**config.mk**
```make
export PLATFORM = sky130hd
export DESIGN_NAME = sorted_list_insert_delete_top
export DESIGN_NICKNAME = d
export VERILOG_FILES = /design/src/hdl/slid_pkg.sv /design/src/hdl/slid_cell.sv /design/src/hdl/sorted_list_insert_delete_top.sv
export SDC_FILE = /design/constraint.sdc
export NUM_CORES = 2
export LEC_CHECK = 0
export ABC_AREA = 1
export BUFFER_PORTS_ARGS = -buffer_cell sky130_fd_sc_hd__buf_2
export CAP_MARGIN = 10
export CORE_MARGIN = 3
export CORE_UTILIZATION = 60
export CTS_BUF_LIST = sky130_fd_sc_hd__clkbuf_8
export DETAILED_ROUTE_END_ITERATION = 16
export HOLD_SLACK_MARGIN = 0.15
export PLACE_DENSITY_LB_ADDON = 0.15
export SETUP_SLACK_MARGIN = 0.4
export SYNTH_ARGS = -nofsm -noshare
export SYNTH_HDL_FRONTEND = slang
export SYNTH_HIERARCHICAL = 1
export SYNTH_SLANG_ARGS = --single-unit
```
**constraint.sdc**
```tcl
create_clock -name clk -period 3.29 [get_ports clk]
set_input_delay 0.4935 -clock clk [delete_from_list [all_inputs] [get_ports clk]]
set_output_delay 0.4935 -clock clk [all_outputs]
set_load 0.01 [all_outputs]
```
**src/hdl/slid_pkg.sv**
```systemverilog
// Package for the sorted list engine.
// Holds the request and status codes and the command struct driven into each cell.
// No dependencies.
package slid_pkg;

	typedef enum logic {
		REQ_INSERT = 1'b0,
		REQ_DELETE = 1'b1
	} req_t;

	typedef enum logic [1:0] {
		ST_DONE      = 2'd0,
		ST_FULL      = 2'd1,
		ST_NOT_FOUND = 2'd2,
		ST_EMPTY     = 2'd3
	} status_t;

	localparam int unsigned COUNT_BITS   = 5;
	localparam int unsigned RESULT_BITS  = 32;

	typedef struct packed {
		logic ins;
		logic del;
	} cell_cmd_t;

endpackage

```
**src/hdl/slid_cell.sv**
```systemverilog
// One storage cell of the sorted list chain.
// Holds one entry and loads the key or a neighbor entry on an insert or a delete.
// Depends on slid_pkg.
module slid_cell #(
	parameter int unsigned VALUE_BITS = 32
) (
	input  logic                          clk,
	input  slid_pkg::cell_cmd_t           cmd,
	input  logic                          occ,
	input  logic signed [VALUE_BITS-1:0]  key,
	input  logic signed [VALUE_BITS-1:0]  left_entry,
	input  logic                          left_gt,
	input  logic signed [VALUE_BITS-1:0]  right_entry,
	output logic signed [VALUE_BITS-1:0]  entry,
	output logic                          gt,
	output logic                          match
);
	import slid_pkg::*;

	logic signed [VALUE_BITS-1:0] entry_q;

	assign entry = entry_q;
	assign gt    = occ && (entry_q > key);
	assign match = occ && (entry_q == key);

	always_ff @(posedge clk) begin
		if (cmd.ins && !gt) begin
			if (left_gt) begin
				entry_q <= key;
			end else begin
				entry_q <= left_entry;
			end
		end else if (cmd.del && !gt) begin
			entry_q <= right_entry;
		end
	end

endmodule

```
**src/hdl/sorted_list_insert_delete_top.sv**
```systemverilog
// Top level of the sorted list engine: a chain of cells kept in descending order.
// Depends on slid_pkg and slid_cell.
//
// Usage:
// A request is taken at a rising clock edge where start is high and busy is low.
// req_type selects insert or delete of the first entry equal to value. Every
// cell compares its entry with the request value at once, and each cell whose
// entry is not greater shifts by one place toward or away from its neighbor, so
// each request finishes in the cycle it is taken. busy is always low and a new
// item may follow every cycle. The result appears in the cycle after acceptance:
// done is high for exactly one cycle with status, count and largest valid during
// that cycle. The rate is set by one compare per cell plus the match reduction
// across the chain. The receiver cannot stall, so no result is ever held back.
// An insert into a full list is dropped with status full; a delete reports
// empty or not found when nothing is removed. Reset clears the entry count and
// the done strobe; the cell contents are not cleared and are never shown while
// unused. count shows the low five bits of the entry count.
module sorted_list_insert_delete_top #(
	parameter int unsigned CAPACITY   = 16,
	parameter int unsigned VALUE_BITS = 32
) (
	input  logic                                clk,
	input  logic                                arst_n,
	input  logic                                start,
	output logic                                busy,
	input  logic                                req_type,
	input  logic signed [31:0]                  value,
	output logic                                done,
	output slid_pkg::status_t                   status,
	output logic [slid_pkg::COUNT_BITS-1:0]     count,
	output logic signed [31:0]                  largest
);
	import slid_pkg::*;

	localparam int unsigned CW = $clog2(CAPACITY + 1);

	logic signed [VALUE_BITS-1:0] key;
	logic signed [VALUE_BITS-1:0] entry_w [CAPACITY];
	logic [CAPACITY-1:0]          gt_w;
	logic [CAPACITY-1:0]          match_w;
	logic [CAPACITY-1:0]          occ_w;
	logic [CW-1:0]                used_q;
	logic                         accept;
	logic                         full;
	logic                         empty;
	logic                         found;
	cell_cmd_t                    cmd;
	status_t                      status_d;
	logic [CW-1:0]                used_d;
	logic                         done_q;
	status_t                      status_q;

	generate
		if (VALUE_BITS <= 32) begin : g_key_narrow
			assign key = value[VALUE_BITS-1:0];
			assign largest = (used_q != '0) ? 32'(entry_w[0]) : '0;
		end else begin : g_key_wide
			assign key = {{(VALUE_BITS-32){value[31]}}, value};
			assign largest = (used_q != '0) ? entry_w[0][31:0] : '0;
		end
	endgenerate

	assign busy   = 1'b0;
	assign accept = start && !busy;
	assign full   = (used_q == CW'(CAPACITY));
	assign empty  = (used_q == '0);
	assign found  = |match_w;

	always_comb begin
		cmd      = '0;
		status_d = ST_DONE;
		used_d   = used_q;
		unique case (req_t'(req_type))
			REQ_INSERT: begin
				if (full) begin
					status_d = ST_FULL;
				end else begin
					cmd.ins = accept;
					used_d  = used_q + CW'(1);
				end
			end
			REQ_DELETE: begin
				if (empty) begin
					status_d = ST_EMPTY;
				end else if (!found) begin
					status_d = ST_NOT_FOUND;
				end else begin
					cmd.del = accept;
					used_d  = used_q - CW'(1);
				end
			end
			default: begin
				status_d = ST_DONE;
			end
		endcase
	end

	generate
		for (genvar i = 0; i < CAPACITY; i++) begin : g_cell
			logic signed [VALUE_BITS-1:0] left_entry;
			logic                         left_gt;
			logic signed [VALUE_BITS-1:0] right_entry;

			assign occ_w[i] = (used_q > CW'(i));

			if (i == 0) begin : g_first
				assign left_entry = key;
				assign left_gt    = 1'b1;
			end else begin : g_mid
				assign left_entry = entry_w[i-1];
				assign left_gt    = gt_w[i-1];
			end

			if (i == CAPACITY - 1) begin : g_last
				assign right_entry = entry_w[i];
			end else begin : g_inner
				assign right_entry = entry_w[i+1];
			end

			slid_cell #(
				.VALUE_BITS(VALUE_BITS)
			) u_cell (
				.clk        (clk),
				.cmd        (cmd),
				.occ        (occ_w[i]),
				.key        (key),
				.left_entry (left_entry),
				.left_gt    (left_gt),
				.right_entry(right_entry),
				.entry      (entry_w[i]),
				.gt         (gt_w[i]),
				.match      (match_w[i])
			);
		end
	endgenerate

	always_ff @(posedge clk or negedge arst_n) begin
		if (!arst_n) begin
			used_q <= '0;
			done_q <= 1'b0;
		end else begin
			done_q <= accept;
			if (accept) begin
				used_q <= used_d;
			end
		end
	end

	always_ff @(posedge clk) begin
		if (accept) begin
			status_q <= status_d;
		end
	end

	assign done   = done_q;
	assign status = status_q;

	generate
		if (CW >= COUNT_BITS) begin : g_cnt_wide
			assign count = used_q[COUNT_BITS-1:0];
		end else begin : g_cnt_narrow
			assign count = COUNT_BITS'(used_q);
		end
	endgenerate

endmodule

```
==> qor.txt <==
gpl congestion: 0.969
initial antenna violation count: 1
total number of vias: 42700
Worst EP arrival: 3670 ps
most frequent cells in the layout: nand2_1, a21oi_1, inv_1
DRT antenna net count: 0
Critical Path Fanout Max: 8
worst-path cell chain: clkinvlp_4 -> ha_2 -> nor3_1 -> buf_4 -> inv_2 -> nor2_2 -> nor2_2 -> nand2_2 -> nor2_4 -> a21oi_4 -> buf_6 -> buf_12 -> buf_16 -> o21ai_4 -> clkinvlp_4 -> clkbuf_16
# rows: 98
clock sink count: 520
cts bufs inserted: 96
most frequent standard cell in the layout excluding fill and tap cells: nand2_1
number of H-tree branching levels: 3
remaining design rule violation count: 0
total grt overflow: 0
worst vdd ir: 0.549 mV
element type at the critical path start: flip-flop
depth of the worst register-to-register path: 16
register-to-register setup slack: 60 ps
result of the run: complete, no violations
instance count on the critical path: 16
post-synth net total: 6491
die outline width: 276 um
post-synthesis instance area: 0.0438 sq mm
Max Buffers Root-to-Sink: 3
worst setup path class: flip-flop to flip-flop
placed wire-length estimate after detailed placement: 98900 um
CTS root buf: clkbuf_8
launching point of the worst reg2reg path: count[4]$_DFFE_PN0P_
CORE AREA: 0.0719 sq mm
clock tree skew after final layout: 40.8 ps
max-capacitance violation count: 0
overall die height: 276 um
final setup violating endpoints: 0
unrepaired setup endpoints after global routing: yes
final critical path time including I/O delays and setup: 3230 ps
Fmax achieved: 310 MHz
max-slew violation count: 0
number of violations reported at the end of detailed-routing iteration 0: 3634
final hold violations: 0
Post-Route WL: 132000 um
path type of the worst min-delay path: primary input to flip-flop
count of pins on the block boundary: 77
power density over the cells: 655 mW/mm^2
detail-routed via count per cell: 5.69
worst skew pair latency: 730 ps
launching element of the worst setup path: count[4]$_DFFE_PN0P_
number of buffers and inverters on the critical path: 8
buffers added on ports: 75
GRT Total Usage: 0.332
area growth from synthesis to layout: 20.6%
synthesis warning total: 6
reg-to-reg endpoint: g_cell[15].u_cell/entry[30]$_DFFE_PP_
pin count of the biggest net entering global routing: 72
Final Cycle Share: 0.982
die outline area: 0.0762 sq mm
smallest hold slack: 257 ps
share of cells above drive strength 1: 0.170
average instance area after synthesis: 7.37 sq um
Worst path top cell family by delay: buffers and inverters
TritonCTS clock tree: yes
required time of the worst setup path: 3730 ps
via count of the first global-routing pass: 42000
Critical Path Max Stage Delay: 520 ps
Worst-path clk slew: 60 ps
global-route wire length before repair: 209000 um
Wirelength per Cell: 17.5 um
number of cells produced by synthesis: 5937
last element of the critical path: g_cell[15].u_cell/entry[30]$_DFFE_PP_
effective utilization at floorplan: 0.609
NumNets Final: 7045
leakage power figure: 0.0268 uW
capturing element type of the critical path: flip-flop
post-route total power: 34600 uW
Slowest-stage cell, CP: dfrtp_2
first-pass detailed-route iteration total: 7
final cells by class:
type	instances	area (sq um)
fill	5551	19100
multi-input combinational	4419	24800
timing repair buffer	737	6750
sequential	520	15600
inverter	717	2770
clock buffer	98	1350
clock inverter	71	350
tap	950	1190
antenna	1	2.50
sequential cells by signal, summed over array words and instances, names as in the netlist:
name / flops
count: 5
g_cell.u_cell/entry: 512
done: 1
status: 2
report_power, final:
part / total [uW] / switching (uW) / internal (uW)
registers: 10300 / 1040 / 9290
clock network: 5820 / 2920 / 2910
logic: 18400 / 11100 / 7310
metal layers:
layer	share of wire	routed length (um)	GRT usage
met2	0.48	62700	0.573
met4	0.067	8870	0.198
met3	0.072	9510	0.0507
met1	0.38	50700	0.390
met5	0	0	0
worst min-delay path, cell delays in order:
cell	delay, ps
buf_2	180
nand2_1	110
nand2_1	50
nand3_1	60
nand2_1	40
worst min-delay path by stage:
stage                            to  cells past startpoint  slack (ps)      from
3_5_place_dp         done$_DFF_PN0_                      1         340    arst_n
3_3_place_gp         done$_DFF_PN0_                      1         340    arst_n
6_report       count[4]$_DFFE_PN0P_                      5         260  req_type
2_1_floorplan  count[0]$_DFFE_PN0P_                      0         200    arst_n
5_1_grt        count[3]$_DFFE_PN0P_                      5         260  req_type
4_1_cts        count[4]$_DFFE_PN0P_                      5         200  req_type
per-stage QoR:
stage               setup TNS [ps]  utilization  std cells  worst slack [ps]  instance area (sq um)
detailed placement         -335270        0.682       7194              -623                  49000
floorplan                        0            -       5937               329                  43800
global placement           -306470        0.682       7194              -591                  49000
global route                     0        0.735       7513              34.6                  52800
CTS                              0        0.721       7440               234                  51800
finish                           0        0.735       7513              60.8                  52800
timing repair:
| action | CTS | global route |
|---|---|---|
| setup buffers | 70 | 69 |
| pin swaps | 41 | 53 |
| hold buffers | 3 | 0 |
| resized for setup | 115 | 74 |
| gates cloned | 4 | 3 |
| hold endpoints to repair | 9 | 0 |
| endpoints found under the setup margin | 721 | 1044 |
Note: power is estimated with default switching activity, not from simulation.
